## src/hw/rtl/lcwc_pkg.sv

```systemverilog
package lcwc_pkg;

  localparam int WEIGHT_FRAC_BITS = 6;
  localparam int COS_FRAC_BITS = 15;
  localparam int PROD_FRAC_BITS = 2 * COS_FRAC_BITS;

  localparam logic [31:0] ONE_W = 32'(1 << WEIGHT_FRAC_BITS);
  localparam logic [31:0] HALF_W = 32'((1 << WEIGHT_FRAC_BITS) >> 1);
  localparam logic [32:0] IDLE_LIMIT = 33'(250 << WEIGHT_FRAC_BITS);
  localparam logic [32:0] SPIKE_JUMP = 33'(600 << WEIGHT_FRAC_BITS);
  localparam logic signed [31:0] MIN_VALID = 32'(-(9000 << WEIGHT_FRAC_BITS));
  localparam logic [31:0] HIT_SPACING_MS = 32'd1000;
  localparam logic [7:0] ZERO_HITS_FOR_TARE = 8'd5;
  localparam logic [31:0] COS_PROD_MIN = 32'((64'd5 << PROD_FRAC_BITS) / 64'd100);
  localparam longint PI_OVER_180_Q30 = 64'sd18740330;

  // floor(y / 5) = (y * DIV5_MAGIC) >> DIV5_SHIFT, exact for any 32-bit y
  localparam logic [31:0] DIV5_MAGIC = 32'hCCCC_CCCD;
  localparam int DIV5_SHIFT = 34;

  typedef enum logic [1:0] {
    CFG_SPIKE_EN  = 2'd0,
    CFG_NEGATE    = 2'd1,
    CFG_TILT_THR  = 2'd2,
    CFG_MAX_W     = 2'd3
  } cfg_index_t;

  typedef struct packed {
    logic load_in;
    logic filt;
    logic fdiv_start;
    logic fdiv_done;
    logic post;
    logic mul;
    logic tdiv_start;
    logic tdiv_done;
    logic load_out;
  } dp_cmd_t;

  typedef struct packed {
    logic need_fdiv;
    logic tilt_apply;
    logic div_done;
  } dp_status_t;

  // long division of non-negative values, elaboration use only
  function automatic longint udiv_pos(input longint n, input longint d);
    longint q;
    longint r;
    q = 0;
    r = 0;
    for (int i = 62; i >= 0; i--) begin
      r = (r <<< 1) | ((n >>> i) & 64'sd1);
      q = q <<< 1;
      if (r >= d) begin
        r = r - d;
        q = q | 64'sd1;
      end
    end
    return q;
  endfunction

  // cos(k deg), k in 0..90, Taylor series in Q30, evaluated at elaboration
  function automatic logic signed [15:0] cos_q(input int k);
    longint x;
    longint x2;
    longint term;
    longint sum;
    longint r;
    longint den;
    x = longint'(k) * PI_OVER_180_Q30;
    x2 = (x * x) >>> 30;
    term = 64'sd1 <<< 30;
    sum = term;
    for (int n = 0; n < 7; n++) begin
      den = longint'((2 * n + 1) * (2 * n + 2));
      term = udiv_pos((term * x2) >>> 30, den);
      if ((n & 1) == 1) sum = sum + term;
      else sum = sum - term;
    end
    if (sum < 0) sum = 0;
    r = (sum + (64'sd1 <<< (29 - COS_FRAC_BITS))) >>> (30 - COS_FRAC_BITS);
    if (r > (64'sd1 <<< COS_FRAC_BITS) - 1) r = (64'sd1 <<< COS_FRAC_BITS) - 1;
    return 16'(r);
  endfunction

  function automatic logic [31:0] abs32(input logic signed [31:0] v);
    return v[31] ? 32'(-v) : 32'(v);
  endfunction

endpackage

```

## src/hw/rtl/lcwc_if.sv

```systemverilog
interface lcwc_in_if;
  logic valid;
  logic ready;
  logic signed [31:0] raw_weight;
  logic [31:0] now_ms;
  logic signed [12:0] roll_angle;
  logic signed [12:0] pitch_angle;
  modport source (output valid, raw_weight, now_ms, roll_angle, pitch_angle, input ready);
  modport sink (input valid, raw_weight, now_ms, roll_angle, pitch_angle, output ready);
endinterface

interface lcwc_out_if;
  logic valid;
  logic ready;
  logic signed [31:0] weight_out;
  logic weight_error;
  logic tare_request;
  modport source (output valid, weight_out, weight_error, tare_request, input ready);
  modport sink (input valid, weight_out, weight_error, tare_request, output ready);
endinterface

interface lcwc_cfg_if;
  logic valid;
  logic ready;
  logic [1:0] index;
  logic [31:0] data;
  modport source (output valid, index, data, input ready);
  modport sink (input valid, index, data, output ready);
endinterface

```

## src/hw/rtl/lcwc_div.sv

```systemverilog
// radix-2 restoring divider, one quotient bit per cycle
module lcwc_div (
  input  logic        clk,
  input  logic        rst,
  input  logic        start,
  input  logic [63:0] dividend,
  input  logic [31:0] divisor,
  output logic [63:0] quotient,
  output logic        done
);

  logic [31:0] rem;
  logic [31:0] dvs;
  logic [6:0]  cnt;
  logic        busy;
  logic [32:0] rem_sh;
  logic [32:0] diff;

  assign rem_sh = {rem, quotient[63]};
  assign diff = rem_sh - {1'b0, dvs};

  always_ff @(posedge clk) begin
    if (rst) begin
      busy <= 1'b0;
      done <= 1'b0;
      cnt <= '0;
    end else begin
      done <= 1'b0;
      if (start) begin
        busy <= 1'b1;
        cnt <= 7'd64;
        rem <= '0;
        dvs <= divisor;
        quotient <= dividend;
      end else if (busy) begin
        if (!diff[32]) begin
          rem <= diff[31:0];
          quotient <= {quotient[62:0], 1'b1};
        end else begin
          rem <= rem_sh[31:0];
          quotient <= {quotient[62:0], 1'b0};
        end
        cnt <= cnt - 7'd1;
        if (cnt == 7'd1) begin
          busy <= 1'b0;
          done <= 1'b1;
        end
      end
    end
  end

endmodule

```

## src/hw/rtl/lcwc_ctrl.sv

```systemverilog
module lcwc_ctrl (
  input  logic                  clk,
  input  logic                  rst,
  input  logic                  in_valid,
  output logic                  in_ready,
  output logic                  out_valid,
  input  logic                  out_ready,
  input  lcwc_pkg::dp_status_t  status,
  output lcwc_pkg::dp_cmd_t     cmd
);

  typedef enum logic [2:0] {
    IDLE, FILT, FDIV, POST, MUL, TILT, TDIV, DONE
  } state_t;

  state_t state;
  logic   out_free;

  assign out_free = !out_valid || out_ready;
  assign in_ready = (state == IDLE);

  always_comb begin
    cmd = '0;
    cmd.load_in    = (state == IDLE) && in_valid;
    cmd.filt       = (state == FILT);
    cmd.fdiv_start = (state == FILT) && status.need_fdiv;
    cmd.fdiv_done  = (state == FDIV);
    cmd.post       = (state == POST);
    cmd.mul        = (state == MUL);
    cmd.tdiv_start = (state == TILT) && status.tilt_apply;
    cmd.tdiv_done  = (state == TDIV) && status.div_done;
    cmd.load_out   = (state == DONE) && out_free;
  end

  always_ff @(posedge clk) begin
    if (rst) begin
      state <= IDLE;
      out_valid <= 1'b0;
    end else begin
      if ((state == DONE) && out_free) out_valid <= 1'b1;
      else if (out_ready) out_valid <= 1'b0;
      case (state)
        IDLE: if (in_valid) state <= FILT;
        FILT: state <= status.need_fdiv ? FDIV : POST;
        FDIV: state <= POST;
        POST: state <= MUL;
        MUL:  state <= TILT;
        TILT: state <= status.tilt_apply ? TDIV : DONE;
        TDIV: if (status.div_done) state <= DONE;
        DONE: if (out_free) state <= IDLE;
        default: state <= IDLE;
      endcase
    end
  end

endmodule

```

## src/hw/rtl/lcwc_dp.sv

```systemverilog
module lcwc_dp (
  input  logic                  clk,
  input  logic                  rst,
  input  lcwc_pkg::dp_cmd_t     cmd,
  output lcwc_pkg::dp_status_t  status,
  input  logic                  cfg_we,
  input  logic [1:0]            cfg_index,
  input  logic [31:0]           cfg_data,
  input  logic signed [31:0]    raw_weight,
  input  logic [31:0]           now_ms,
  input  logic signed [12:0]    roll_angle,
  input  logic signed [12:0]    pitch_angle,
  output logic signed [31:0]    weight_out,
  output logic                  weight_error,
  output logic                  tare_request
);

  // configuration
  logic        spike_en;
  logic        negate;
  logic [10:0] tilt_thr;
  logic [30:0] max_w;

  // sample
  logic signed [31:0] w_in;
  logic [31:0]        now;
  logic signed [12:0] roll;
  logic signed [12:0] pitch;

  // state
  logic signed [31:0] filt_w;
  logic               primed;
  logic [7:0]         spike_streak;
  logic [7:0]         zero_streak;
  logic [31:0]        last_time;

  // work registers
  logic signed [31:0] w;
  logic               tare;
  logic signed [15:0] cos_r;
  logic signed [15:0] cos_p;
  logic               tilt_on;
  logic signed [31:0] prod;
  logic               blend_neg;
  logic [31:0]        blend_half;

  logic signed [15:0] cos_rom [0:90];
  for (genvar k = 0; k <= 90; k++) begin : g_cos
    assign cos_rom[k] = lcwc_pkg::cos_q(k);
  end

  function automatic logic signed [15:0] cos_lookup(input logic signed [12:0] a);
    logic [12:0] mag;
    logic [8:0]  d;
    logic [8:0]  f;
    logic signed [15:0] c;
    mag = a[12] ? 13'(-a) : 13'(a);
    d = 9'((mag + 13'd8) >> 4);
    f = (d > 9'd180) ? 9'd360 - d : d;
    if (f <= 9'd90) c = cos_rom[f[6:0]];
    else c = -cos_rom[7'(9'd180 - f)];
    return c;
  endfunction

  // divider
  logic        div_start;
  logic [63:0] div_n;
  logic [31:0] div_d;
  logic [63:0] div_q;
  logic        div_done;

  lcwc_div u_div (
    .clk      (clk),
    .rst      (rst),
    .start    (div_start),
    .dividend (div_n),
    .divisor  (div_d),
    .quotient (div_q),
    .done     (div_done)
  );

  // smoothing
  logic signed [32:0] diff;
  logic               near_idle;
  logic               spike;
  logic [7:0]         streak_inc;
  logic signed [35:0] blend;
  logic [35:0]        blend_mag;
  logic signed [34:0] ema;
  logic [63:0]        blend_prod;
  logic [31:0]        blend_q;

  assign diff = 33'(filt_w) - 33'(w_in);
  assign near_idle = {1'b0, lcwc_pkg::abs32(filt_w)} < lcwc_pkg::IDLE_LIMIT;
  assign spike = near_idle && ((diff[32] ? 33'(-diff) : diff) > lcwc_pkg::SPIKE_JUMP);
  assign streak_inc = (spike_streak == 8'hFF) ? spike_streak : spike_streak + 8'd1;
  assign blend = 36'sd7 * 36'(filt_w) + 36'sd3 * 36'(w_in);
  assign blend_mag = blend[35] ? 36'(-blend) : 36'(blend);
  assign ema = (35'sd3 * 35'(filt_w) + 35'(w_in)) >>> 2;

  // floor(x / 10) = floor(floor(x / 2) / 5); a negative blend rounds its
  // magnitude up by adding 9 first
  assign blend_prod = blend_half * lcwc_pkg::DIV5_MAGIC;
  assign blend_q = 32'(blend_prod >> lcwc_pkg::DIV5_SHIFT);

  assign status.need_fdiv = spike_en && primed && spike && (streak_inc > 8'd2);

  // deadband and near-zero streak
  logic signed [31:0] w0;
  logic [31:0]        mag0;
  logic               hit;
  logic               countable;
  logic [7:0]         zs_hit;
  logic [31:0]        elapsed;

  assign w0 = spike_en ? filt_w : w_in;
  assign mag0 = lcwc_pkg::abs32(w0);
  assign hit = (mag0 > lcwc_pkg::HALF_W) && (mag0 <= lcwc_pkg::ONE_W);
  assign elapsed = now - last_time;
  assign countable = (last_time == 32'd0) || (elapsed >= lcwc_pkg::HIT_SPACING_MS);
  assign zs_hit = (countable && zero_streak != 8'hFF) ? zero_streak + 8'd1 : zero_streak;

  // tilt
  logic [31:0] abs_w;
  logic [12:0] roll_mag;
  logic [12:0] pitch_mag;

  assign abs_w = lcwc_pkg::abs32(w);
  assign roll_mag = roll[12] ? 13'(-roll) : 13'(roll);
  assign pitch_mag = pitch[12] ? 13'(-pitch) : 13'(pitch);
  assign status.tilt_apply = tilt_on && !prod[31] && (prod != 32'sd0) &&
                             (32'(prod) >= lcwc_pkg::COS_PROD_MIN);
  assign status.div_done = div_done;

  assign div_start = cmd.tdiv_start;
  assign div_n = {2'b0, abs_w, 30'b0} + 64'(32'(prod) >> 1);
  assign div_d = 32'(prod);

  logic signed [31:0] tilt_res;
  always_comb begin
    if (w[31]) begin
      tilt_res = (div_q > 64'h8000_0000) ? 32'sh8000_0000 : 32'(-div_q);
    end else begin
      tilt_res = (div_q > 64'h7FFF_FFFF) ? 32'sh7FFF_FFFF : 32'(div_q);
    end
  end

  always_ff @(posedge clk) begin
    if (rst) begin
      spike_en <= 1'b0;
      negate <= 1'b0;
      tilt_thr <= 11'd320;
      max_w <= 31'd3200000;
      filt_w <= '0;
      primed <= 1'b0;
      spike_streak <= '0;
      zero_streak <= '0;
      last_time <= '0;
    end else begin
      if (cfg_we) begin
        case (cfg_index)
          lcwc_pkg::CFG_SPIKE_EN: spike_en <= cfg_data[0];
          lcwc_pkg::CFG_NEGATE:   negate <= cfg_data[0];
          lcwc_pkg::CFG_TILT_THR: tilt_thr <= cfg_data[10:0];
          lcwc_pkg::CFG_MAX_W:    max_w <= cfg_data[30:0];
          default: ;
        endcase
      end

      if (cmd.filt && spike_en) begin
        if (!primed) begin
          filt_w <= w_in;
          primed <= 1'b1;
        end else if (spike) begin
          spike_streak <= streak_inc;
        end else begin
          spike_streak <= '0;
          filt_w <= ema[31:0];
        end
      end
      if (cmd.fdiv_done) begin
        filt_w <= blend_neg ? 32'(-blend_q) : blend_q;
      end

      if (cmd.post) begin
        if (hit) begin
          if (zs_hit >= lcwc_pkg::ZERO_HITS_FOR_TARE) begin
            zero_streak <= '0;
            last_time <= '0;
          end else begin
            zero_streak <= zs_hit;
            if (countable) last_time <= now;
          end
        end else begin
          zero_streak <= '0;
          last_time <= '0;
        end
      end
    end
  end

  // payload registers
  always_ff @(posedge clk) begin
    if (cmd.load_in) begin
      w_in <= raw_weight;
      now <= now_ms;
      roll <= roll_angle;
      pitch <= pitch_angle;
    end
    if (cmd.fdiv_start) begin
      blend_neg <= blend[35];
      blend_half <= 32'((blend_mag + (blend[35] ? 36'd9 : 36'd0)) >> 1);
    end
    if (cmd.post) begin
      logic signed [31:0] wp;
      logic               tp;
      wp = (mag0 <= lcwc_pkg::HALF_W) ? 32'sd0 : w0;
      tp = hit && (zs_hit >= lcwc_pkg::ZERO_HITS_FOR_TARE);
      if (tp) wp = 32'sd0;
      if (negate) wp = (wp == 32'sh8000_0000) ? 32'sh7FFF_FFFF : -wp;
      w <= wp;
      tare <= tp;
      cos_r <= cos_lookup(roll);
      cos_p <= cos_lookup(pitch);
      tilt_on <= ({1'b0, roll_mag} > 14'(tilt_thr)) || ({1'b0, pitch_mag} > 14'(tilt_thr));
    end
    if (cmd.mul) prod <= cos_r * cos_p;
    if (cmd.tdiv_done) w <= tilt_res;
    if (cmd.load_out) begin
      weight_out <= w;
      weight_error <= !((w > lcwc_pkg::MIN_VALID) && (abs_w <= {1'b0, max_w}));
      tare_request <= tare;
    end
  end

endmodule

```

## src/hw/rtl/load_cell_weight_conditioner_core.sv

```systemverilog
// Load cell weight conditioner.
// Channels: sample (sink) carries one calibrated reading with its ms timestamp and
// roll/pitch in 1/16 degree; result (source) returns the conditioned weight in
// 1/64 g, a plausibility error flag and a tare request, one result per sample.
// cfg (sink) writes the four control registers; it is always ready and may only
// be written while no transaction is in flight.
// Steps: the sample is smoothed, a long spike is blended when needed (divide by
// ten as a reciprocal multiply), deadband, tare and negation are applied and the
// cosines looked up and multiplied, then tilt correction, when it applies, runs
// the 64-step radix-2 tilt divider. One sample is processed at a time; the next
// one can be taken in the same cycle as the result goes valid.
// A finished result sits in the output register while the next sample is taken,
// so a stalled receiver costs nothing until a second result is ready; the block
// then holds in its final step until the output register frees up.
// Reset (rst, synchronous): filter, spike and near-zero streaks cleared, registers
// to defaults (filter off, no negation, tilt threshold 320, max weight 3200000).
module load_cell_weight_conditioner_core (
  input  logic clk,
  input  logic rst,
  lcwc_in_if.sink    sample,
  lcwc_out_if.source result,
  lcwc_cfg_if.sink   cfg
);

  lcwc_pkg::dp_cmd_t    cmd;
  lcwc_pkg::dp_status_t status;

  // config writes never stall
  assign cfg.ready = 1'b1;

  lcwc_ctrl u_ctrl (
    .clk       (clk),
    .rst       (rst),
    .in_valid  (sample.valid),
    .in_ready  (sample.ready),
    .out_valid (result.valid),
    .out_ready (result.ready),
    .status    (status),
    .cmd       (cmd)
  );

  lcwc_dp u_dp (
    .clk          (clk),
    .rst          (rst),
    .cmd          (cmd),
    .status       (status),
    .cfg_we       (cfg.valid),
    .cfg_index    (cfg.index),
    .cfg_data     (cfg.data),
    .raw_weight   (sample.raw_weight),
    .now_ms       (sample.now_ms),
    .roll_angle   (sample.roll_angle),
    .pitch_angle  (sample.pitch_angle),
    .weight_out   (result.weight_out),
    .weight_error (result.weight_error),
    .tare_request (result.tare_request)
  );

endmodule
```

## src/flat_wrapper.sv

```systemverilog
// flat-port wrapper written by rule: the top's interface ports become plain ports
module load_cell_weight_conditioner_core_flat 
  (clk, rst, sample_valid, sample_raw_weight, sample_now_ms, sample_roll_angle, sample_pitch_angle, sample_ready, result_valid, result_weight_out, result_weight_error, result_tare_request, result_ready, cfg_valid, cfg_index, cfg_data, cfg_ready);
  lcwc_in_if sample_i ();
  lcwc_out_if result_i ();
  lcwc_cfg_if cfg_i ();
  input  logic clk;
  input  logic rst;
  input wire logic [$bits(sample_i.valid)-1:0] sample_valid;
  input wire logic [$bits(sample_i.raw_weight)-1:0] sample_raw_weight;
  input wire logic [$bits(sample_i.now_ms)-1:0] sample_now_ms;
  input wire logic [$bits(sample_i.roll_angle)-1:0] sample_roll_angle;
  input wire logic [$bits(sample_i.pitch_angle)-1:0] sample_pitch_angle;
  output wire logic [$bits(sample_i.ready)-1:0] sample_ready;
  output wire logic [$bits(result_i.valid)-1:0] result_valid;
  output wire logic [$bits(result_i.weight_out)-1:0] result_weight_out;
  output wire logic [$bits(result_i.weight_error)-1:0] result_weight_error;
  output wire logic [$bits(result_i.tare_request)-1:0] result_tare_request;
  input wire logic [$bits(result_i.ready)-1:0] result_ready;
  input wire logic [$bits(cfg_i.valid)-1:0] cfg_valid;
  input wire logic [$bits(cfg_i.index)-1:0] cfg_index;
  input wire logic [$bits(cfg_i.data)-1:0] cfg_data;
  output wire logic [$bits(cfg_i.ready)-1:0] cfg_ready;
  assign sample_i.valid = sample_valid;
  assign sample_i.raw_weight = sample_raw_weight;
  assign sample_i.now_ms = sample_now_ms;
  assign sample_i.roll_angle = sample_roll_angle;
  assign sample_i.pitch_angle = sample_pitch_angle;
  assign sample_ready = sample_i.ready;
  assign result_valid = result_i.valid;
  assign result_weight_out = result_i.weight_out;
  assign result_weight_error = result_i.weight_error;
  assign result_tare_request = result_i.tare_request;
  assign result_i.ready = result_ready;
  assign cfg_i.valid = cfg_valid;
  assign cfg_i.index = cfg_index;
  assign cfg_i.data = cfg_data;
  assign cfg_ready = cfg_i.ready;
  load_cell_weight_conditioner_core u_core (.clk(clk), .rst(rst), .sample(sample_i), .result(result_i), .cfg(cfg_i));
endmodule
```

## config.mk

```make
export PLATFORM = sky130hd
export DESIGN_NAME = load_cell_weight_conditioner_core_flat
export DESIGN_NICKNAME = d
export VERILOG_FILES = /design/src/hw/rtl/lcwc_pkg.sv /design/src/hw/rtl/lcwc_if.sv /design/src/hw/rtl/lcwc_div.sv /design/src/hw/rtl/lcwc_ctrl.sv /design/src/hw/rtl/lcwc_dp.sv /design/src/hw/rtl/load_cell_weight_conditioner_core.sv /design/src/flat_wrapper.sv
export SDC_FILE = /design/constraint.sdc
export NUM_CORES = 2
export LEC_CHECK = 0
export ABC_AREA = 1
export BUFFER_PORTS_ARGS = -buffer_cell sky130_fd_sc_hd__buf_2
export CAP_MARGIN = 20
export CELL_PAD_IN_SITES_DETAIL_PLACEMENT = 1
export CELL_PAD_IN_SITES_GLOBAL_PLACEMENT = 2
export CORE_MARGIN = 2
export CORE_UTILIZATION = 42
export DETAILED_ROUTE_END_ITERATION = 12
export PLACE_DENSITY = 0.94
export SLEW_MARGIN = 20
export SYNTH_ARGS = -nofsm -noshare
export SYNTH_HDL_FRONTEND = slang
export SYNTH_HIERARCHICAL = 1
export SYNTH_SLANG_ARGS = --single-unit
```

## constraint.sdc

```tcl
create_clock -name clk -period 17.25 [get_ports clk]
set_input_delay 1.725 -clock clk [delete_from_list [all_inputs] [get_ports clk]]
set_output_delay 1.725 -clock clk [all_outputs]
set_load 0.01 [all_outputs]
```

# [Word-level counts from Yosys, hierarchy flattened]
# Memories as Yosys holds them, arrays and structs flattened.
# Index checks and enable logic that the tools add are counted.
[word_totals] register_bits=521 mem_bits_ro=8192 output_inout_bits=37 n_memories=4
[op_classes] n_addsub=28 mul=5 order_cmp=23 eq_ne=19 muxes=63 bitwise_logic=6 n_reduce_logical=43
[mem_list] name="(no name shown)" depth=128 width=16 rd=1 rd_clocked_by_memory_dff=0 wr=0 line_no="lcwc_dp.sv:61" rtl="else c = -cos_rom[7'(9'd180 - f)];"
[mem_list] name="(no name shown)" depth=128 width=16 rd=1 rd_clocked_by_memory_dff=0 wr=0 line_no="lcwc_dp.sv:60" rtl="if (f <= 9'd90) c = cos_rom[f[6:0]];"
[mem_list] name="(no name shown)" depth=128 width=16 rd=1 rd_clocked_by_memory_dff=0 wr=0 line_no="lcwc_dp.sv:61"
[mem_list] name="(no name shown)" depth=128 width=16 rd=1 rd_clocked_by_memory_dff=0 wr=0 line_no="lcwc_dp.sv:60"
[op_table] op="$mux W32" count=24
[op_table] op="$mux W16" count=10
[op_table] op="$neg A32 Y32" count=5
[op_table] op="$mux W64" count=2
[op_table] op="$mux W33" count=2
[op_table] op="$neg A33 Y33" count=2
[op_table] op="$add A62 B63 Y64" count=1
[op_table] op="$gt A64 B31 Y1 const B" count=1
[op_table] op="$gt A64 B32 Y1 const B" count=1
[op_table] op="$mul A32 B32 Y64 const B" count=1
[op_table] op="$mux W8" count=5
[op_table] op="$add A36 B35 Y36" count=1
[op_table] op="$mul A4 B32 Y36 const A" count=1
[op_table] op="$mul A3 B32 Y35 const A" count=1
[op_table] op="$add A34 B32 Y34" count=1
[op_table] op="$mul A3 B32 Y34 const A" count=1
[op_table] op="$add A33 B4 Y33" count=1
[op_table] op="$gt A33 B16 Y1 const B" count=1
[op_table] op="$sub A32 B32 Y33" count=1
[op_table] op="$sub A33 B32 Y33" count=1
[op_table] op="$eq A32 B32 Y1 const B" count=1
[op_table] op="$ge A32 B10 Y1 const B" count=1
[op_table] op="$ge A32 B26 Y1 const B" count=1
[op_table] op="$ge A8 B8 Y1 const B" count=4
[op_table] op="53 further kinds" count=117

# [Logic depth before layout (Yosys ltp)]
[logic_depth] depth_word=14 ltp_mapped=46

# [Cells and area by module]
# Netlist, hierarchy kept.
[by_module_without_submodules] mod="lcwc_dp" instances=1 cells_per_inst=10527 area_each_um2=75850.2 seq_area_each_um2=10159.7
[by_module_without_submodules] mod="lcwc_div" instances=1 cells_per_inst=1111 area_each_um2=8389.3 seq_area_each_um2=4023.9
[by_module_without_submodules] mod="lcwc_ctrl" instances=1 cells_per_inst=48 area_each_um2=295.3 seq_area_each_um2=80.1
[by_module_without_submodules] mod="load_cell_weight_conditioner_core" instances=1 cells_per_inst=2 area_each_um2=11.3 seq_area_each_um2=0.0

# [Worst setup path before layout]
# Ideal clock, no wire load.
[synth_path] path_type="flip-flop to flip-flop" start="reg u_core.u_dp.blend_half[1]" end="reg u_core.u_dp.filt_w[19]" setup_time_ns=0.113 t_arrival_ns=7.194 required_ns=17.137 path_slack_ns=9.943 path_stages_with_launch=33 synth_period_minus_slack_ns=7.307 path_cell_list="edfxtp_1 -> ha_1 -> xor2_1 -> ha_1 -> or2_2 -> fa_1 -> fa_1 -> fa_1 -> fa_1 -> fa_1 -> inv_1 -> fa_1 -> inv_1 -> ha_1 -> a21oi_1 -> inv_1 -> nor2_1 -> o21ai_0 -> nor2_1 -> o21ai_0 -> a21oi_1 -> xor2_1 -> inv_1 -> nor2_1 -> nor3b_1 -> nand2_1 -> o21ai_0 -> nand2_1 -> nand2_1 -> o21ai_0 -> nand3b_1 -> nand2_1 -> nor2_1"
[synth_between] elab_chain_len=4
[synth_lines] element="start, declared" line_no="lcwc_dp.sv:45" rtl="logic [31:0] blend_half;"
[synth_lines] element="start signal, assigned" line_no="lcwc_dp.sv:212" rtl="blend_half <= 32'((blend_mag + (blend[35] ? 36'd9 : 36'd0)) >> 1);"
[synth_lines] element="$mul A32 B32 Y64 *" line_no="lcwc_dp.sv:103" rtl="assign blend_prod = blend_half * lcwc_pkg::DIV5_MAGIC;"
[synth_lines] element="$neg A30 Y32" line_no="lcwc_dp.sv:182" rtl="filt_w <= blend_neg ? 32'(-blend_q) : blend_q;"
[synth_lines] element="$mux W32 *" line_no="lcwc_dp.sv:182"
[synth_lines] element="$mux W32 *" line_no="lcwc_dp.sv:181" rtl="if (cmd.fdiv_done) begin"
[synth_lines] element="end signal, assigned" line_no="lcwc_dp.sv:172" rtl="filt_w <= w_in;"
[synth_lines] element="end signal, assigned" line_no="lcwc_dp.sv:178" rtl="filt_w <= ema[31:0];"
[synth_lines] element="end signal, assigned" line_no="lcwc_dp.sv:182"
[synth_lines] element="end, declared" line_no="lcwc_dp.sv:31" rtl="logic signed [31:0] filt_w;"
# Every way passes the cells marked *; elsewhere a longest branch is shown, timed or not.
# A chain may end at the register's enable or synchronous reset.

# [Worst setup path in the final report]
[layout_path] start="reg u_core.u_dp.blend_half[5]" end="reg u_core.u_dp.filt_w[29]"
# The elaborated chain is that of the path after synthesis.

==> metrics.cfg <==
[placement]
gp_congestion = 1.02
dp_slack_ns = 7.95
place_hpwl_mm = 271
port_buffers = 163

[floorplanning]
dieArea_um2 = 205000
core_um2 = 200000
num_rows = 164
ioPinCount = 166
die_h_um = 453
die_w_um = 453
start_util_pct = 42.3

[status]
outcome = finished clean

[clock_tree]
clock_path_buffers = 3
cts-root-buf = clkbuf_16
post_cts_buffers = 0
cts_tree = built
clkLatencyLatePin_ns = 0.73
htree_levels = 3
cts_hold_buf = 0
clock-sinks = 521
path_clk_slew_ns = 0.06
cts_resized = 0
cts_made_buffers = 71

[finish]
multi_input_area_um2 = 60100
regArea_um2 = 14300
finalNetCount = 13500
fin_util_pct = 45.2
drive_above_1_share_pct = 5.47
num-fill-cells = 25500
syn_to_final_growth_pct = 6.78

[flow_run]
cap_violations = 0

[grt]
grtUsageTotal_pct = 31.4
antenna_found_initial = 15
grt_max_degree = 98
gr-total-overflow = 0
grt_pass1_vias = 85000
grt_pass1_wl_mm = 499

[timing]
rsz0062_at_grt = false
relSlewSlack_pct = 23.1
tightestPinTransition_ns = 1.15
hold_viol = 0
final_max_slew_viol_count = 0
setup_tns_ns = 0
finClkSkew_ns = 0.0331
setup_viol = 0
max_freq_mhz = 104
fin_crit_ns = 9.62
post-route-period-util_pct = 55.8
hold_slack_ns = 0.425
setup_ws_ns = 7.63

[critical_path]
reg2reg_setup_slack_ns = 7.63
endpoint_kind = flop
rr_startpoint = u_core/u_dp/blend_half[5]
crit_path_start_kind = flop
cp_common_cell = nand2_1
cpMaxStageDelayCell = edfxtp_1
crit_path_start = u_core/u_dp/blend_half[5]
cp.arrival_ns = 10.23
cpPeakStageDelay_ns = 0.81
crit_path_end = u_core/u_dp/filt_w[29]
r2r_cells = 32
path_class = flop to flop
worstReg2RegEnd = u_core/u_dp/filt_w[29]
cp.required_ns = 17.86
crit_fanout = 8

[pwr]
power_mw = 20.9
switchingPower_mw = 12.0
power.internal_mw = 8.88
p_sw_share_pct = 57.5
p_leak_nw = 45.9
powerDensity_nw_per_um2 = 231
p_comb_share_pct = 81.1
clockPowerShare_pct = 7.5
ir_drop_v = 0.000547
pwr-share-seq_pct = 11.4

[min_path]
hp-start = u_core/u_dp/tare
hold_path.class = flop to flop

[logic_synthesis]
synth_ff_type = edfxtp_1
yosysTopAreaCell = fa_1
netlist-cell-type-count = 83
synth_nets = 13500
seq_area_frac_synth_pct = 16.9
synthTopCellsByArea = fa_1 (18%), edfxtp_1 (14%), ha_1 (13%)
synth_top_area_share_pct = 18.5
avgSynthCellArea_um2 = 7.23
synth-seq-cells = 521
synthesis.area_um2 = 84500
synthArstFlopShare_pct = 0
synth.yosys.warnings = 6
synth-edff-count = 383
synth_cells = 11700

[routing]
drt-total-wl_mm = 326
num_vias = 79500
wl_per_cell_um = 22.6
drc = 0
dr.pass1.iters = 6
postRouteAntennaNets = 0
drt_iter0_drc = 5486
routed_via_density = 5.52

## cells in the mapped netlist (23+ instances only)
library cell	instances
o21bai_1	32
buf_6	23
a31oi_1	105
clkbuf_1	178
edfxtp_1	383
inv_2	44
buf_2	50
fa_1	781
nand4_1	131
nand2_2	52
nand2_1	2741
a211oi_1	50
or2_2	26
xor2_1	312
ha_1	880
dfxtp_1	138
a21oi_1	558
o21ai_0	444
o211ai_1	34
nand3_2	28
nand3b_1	45
nor2_1	1040
o21ai_1	31
inv_1	2284
o21a_1	25
nand3_1	662
nor2_2	48
buf_4	28
xnor2_1	91
nor3_1	98
nor4_1	46
## metrics by stage
step                      instance area, um2  cells
after global routing                   90300  14400
final                                  90300  14400
after global placement                 87800  14300
after CTS                              90200  14400
after detailed placement               87800  14300
after floorplan                        84500  11700
## cells in the final DEF (no fill, tap or decap), drive strengths merged, types with 9 or more instances in the layout
master   instances
nor3           107
a221oi          13
a211oi          50
clkinv          39
nand3          692
o31ai           18
xor2           314
o311ai          10
o221ai          10
nand4          131
and2             9
nor4            47
or2             32
o2111ai         11
nand3b          46
o21a            25
buf            226
o211ai          34
dfxtp          138
fa             781
nor2          1105
a21o            20
o21ai          482
clkbuf          85
nand2         2815
a21oi          573
xnor2           92
o22ai           18
a21boi          10
inv           2342
o21bai          32
ha             880
a31oi          105
a22oi           13
edfxtp         383
nor3b            9
## registers in the layout, summed over array words and instances, names as in the netlist, 3 cells and up
name	flops
u_core/u_dp/u_div/quotient	64
u_core/u_dp/cos_r	16
u_core/u_dp/now	32
u_core/u_dp/w_in	32
u_core/u_dp/roll	13
u_core/u_dp/tilt_thr	11
u_core/u_dp/blend_half	32
u_core/u_dp/cos_p	16
u_core/u_dp/u_div/cnt	7
u_core/u_dp/weight_out	32
u_core/u_dp/last_time	32
u_core/u_ctrl/state	3
u_core/u_dp/max_w	31
u_core/u_dp/w	32
u_core/u_dp/u_div/dvs	32
u_core/u_dp/pitch	13
u_core/u_dp/u_div/rem	32
u_core/u_dp/div_d	32
u_core/u_dp/filt_w	32
u_core/u_dp/zero_streak	8
u_core/u_dp/spike_streak	8
## worst min-delay path by stage
stage	to	slack (ns)	cells past startpoint
6_report	u_core/u_dp/tare_request	0.43	0
5_1_grt	u_core/u_dp/tare_request	0.43	0
4_1_cts	u_core/u_dp/tare_request	0.43	0
3_5_place_dp	u_core/u_dp/tare_request	0.41	0
3_3_place_gp	u_core/u_dp/tare_request	0.41	0
2_1_floorplan	u_core/u_dp/tare_request	0.40	0
## critical path, delay by kind of cell (launching register included)
family	cells	cell delay (ns)
AO/OA/AOI/OAI	1	0.11
flip-flops	1	0.81
buffers and inverters	3	0.21
XOR/XNOR	3	1.34
AND/OR/NAND/NOR	17	2.79
adder cells (fa/ha/maj)	8	4.22
## kinds of logic (layout without fill, tap and decap cells)
kind of cell,count (synthesis),count (layout),share of synthesized area (%)
simple gates,4998,4998,25.2
buf+inv,2643,2705,12.2
fa+ha+maj,1661,1661,31.5
compound gates,1458,1458,9.94
flops,521,521,16.9
xor+xnor,406,406,4.26
other cells,1,8,0.00444
## power by group through the flow
| stage | clock network (mW) | logic, mW | registers (mW) |
|---|---|---|---|
| floorplan | 0 | 12.1 | 2.27 |
| global placement | 0 | 16.1 | 2.39 |
| detailed placement | 0 | 16.7 | 2.40 |
| CTS | 1.60 | 16.9 | 2.37 |
| global route | 1.64 | 18.9 | 2.39 |
| finish | 1.56 | 16.9 | 2.38 |
## per-layer routing
metal  wire [um]  GRT usage [%]  vias up
met5          76              0        -
met4       18900           16.7       12
met3       17700           3.95      693
met2      152000           52.4     2361
met1      137000           39.5    39400
li1            -              -    37000
## final cells by class
| class | instances | share of cell area [%] |
|---|---|---|
| timing repair buffer | 226 | 1.47 |
| inverter | 2348 | 9.78 |
| sequential | 521 | 15.8 |
| clock buffer | 85 | 2.13 |
| antenna | 7 | 0.0194 |
| tap | 2656 | 3.68 |
| clock inverter | 46 | 0.575 |
| multi-input combinational | 8524 | 66.5 |
Power figures use the tool's default switching activity.
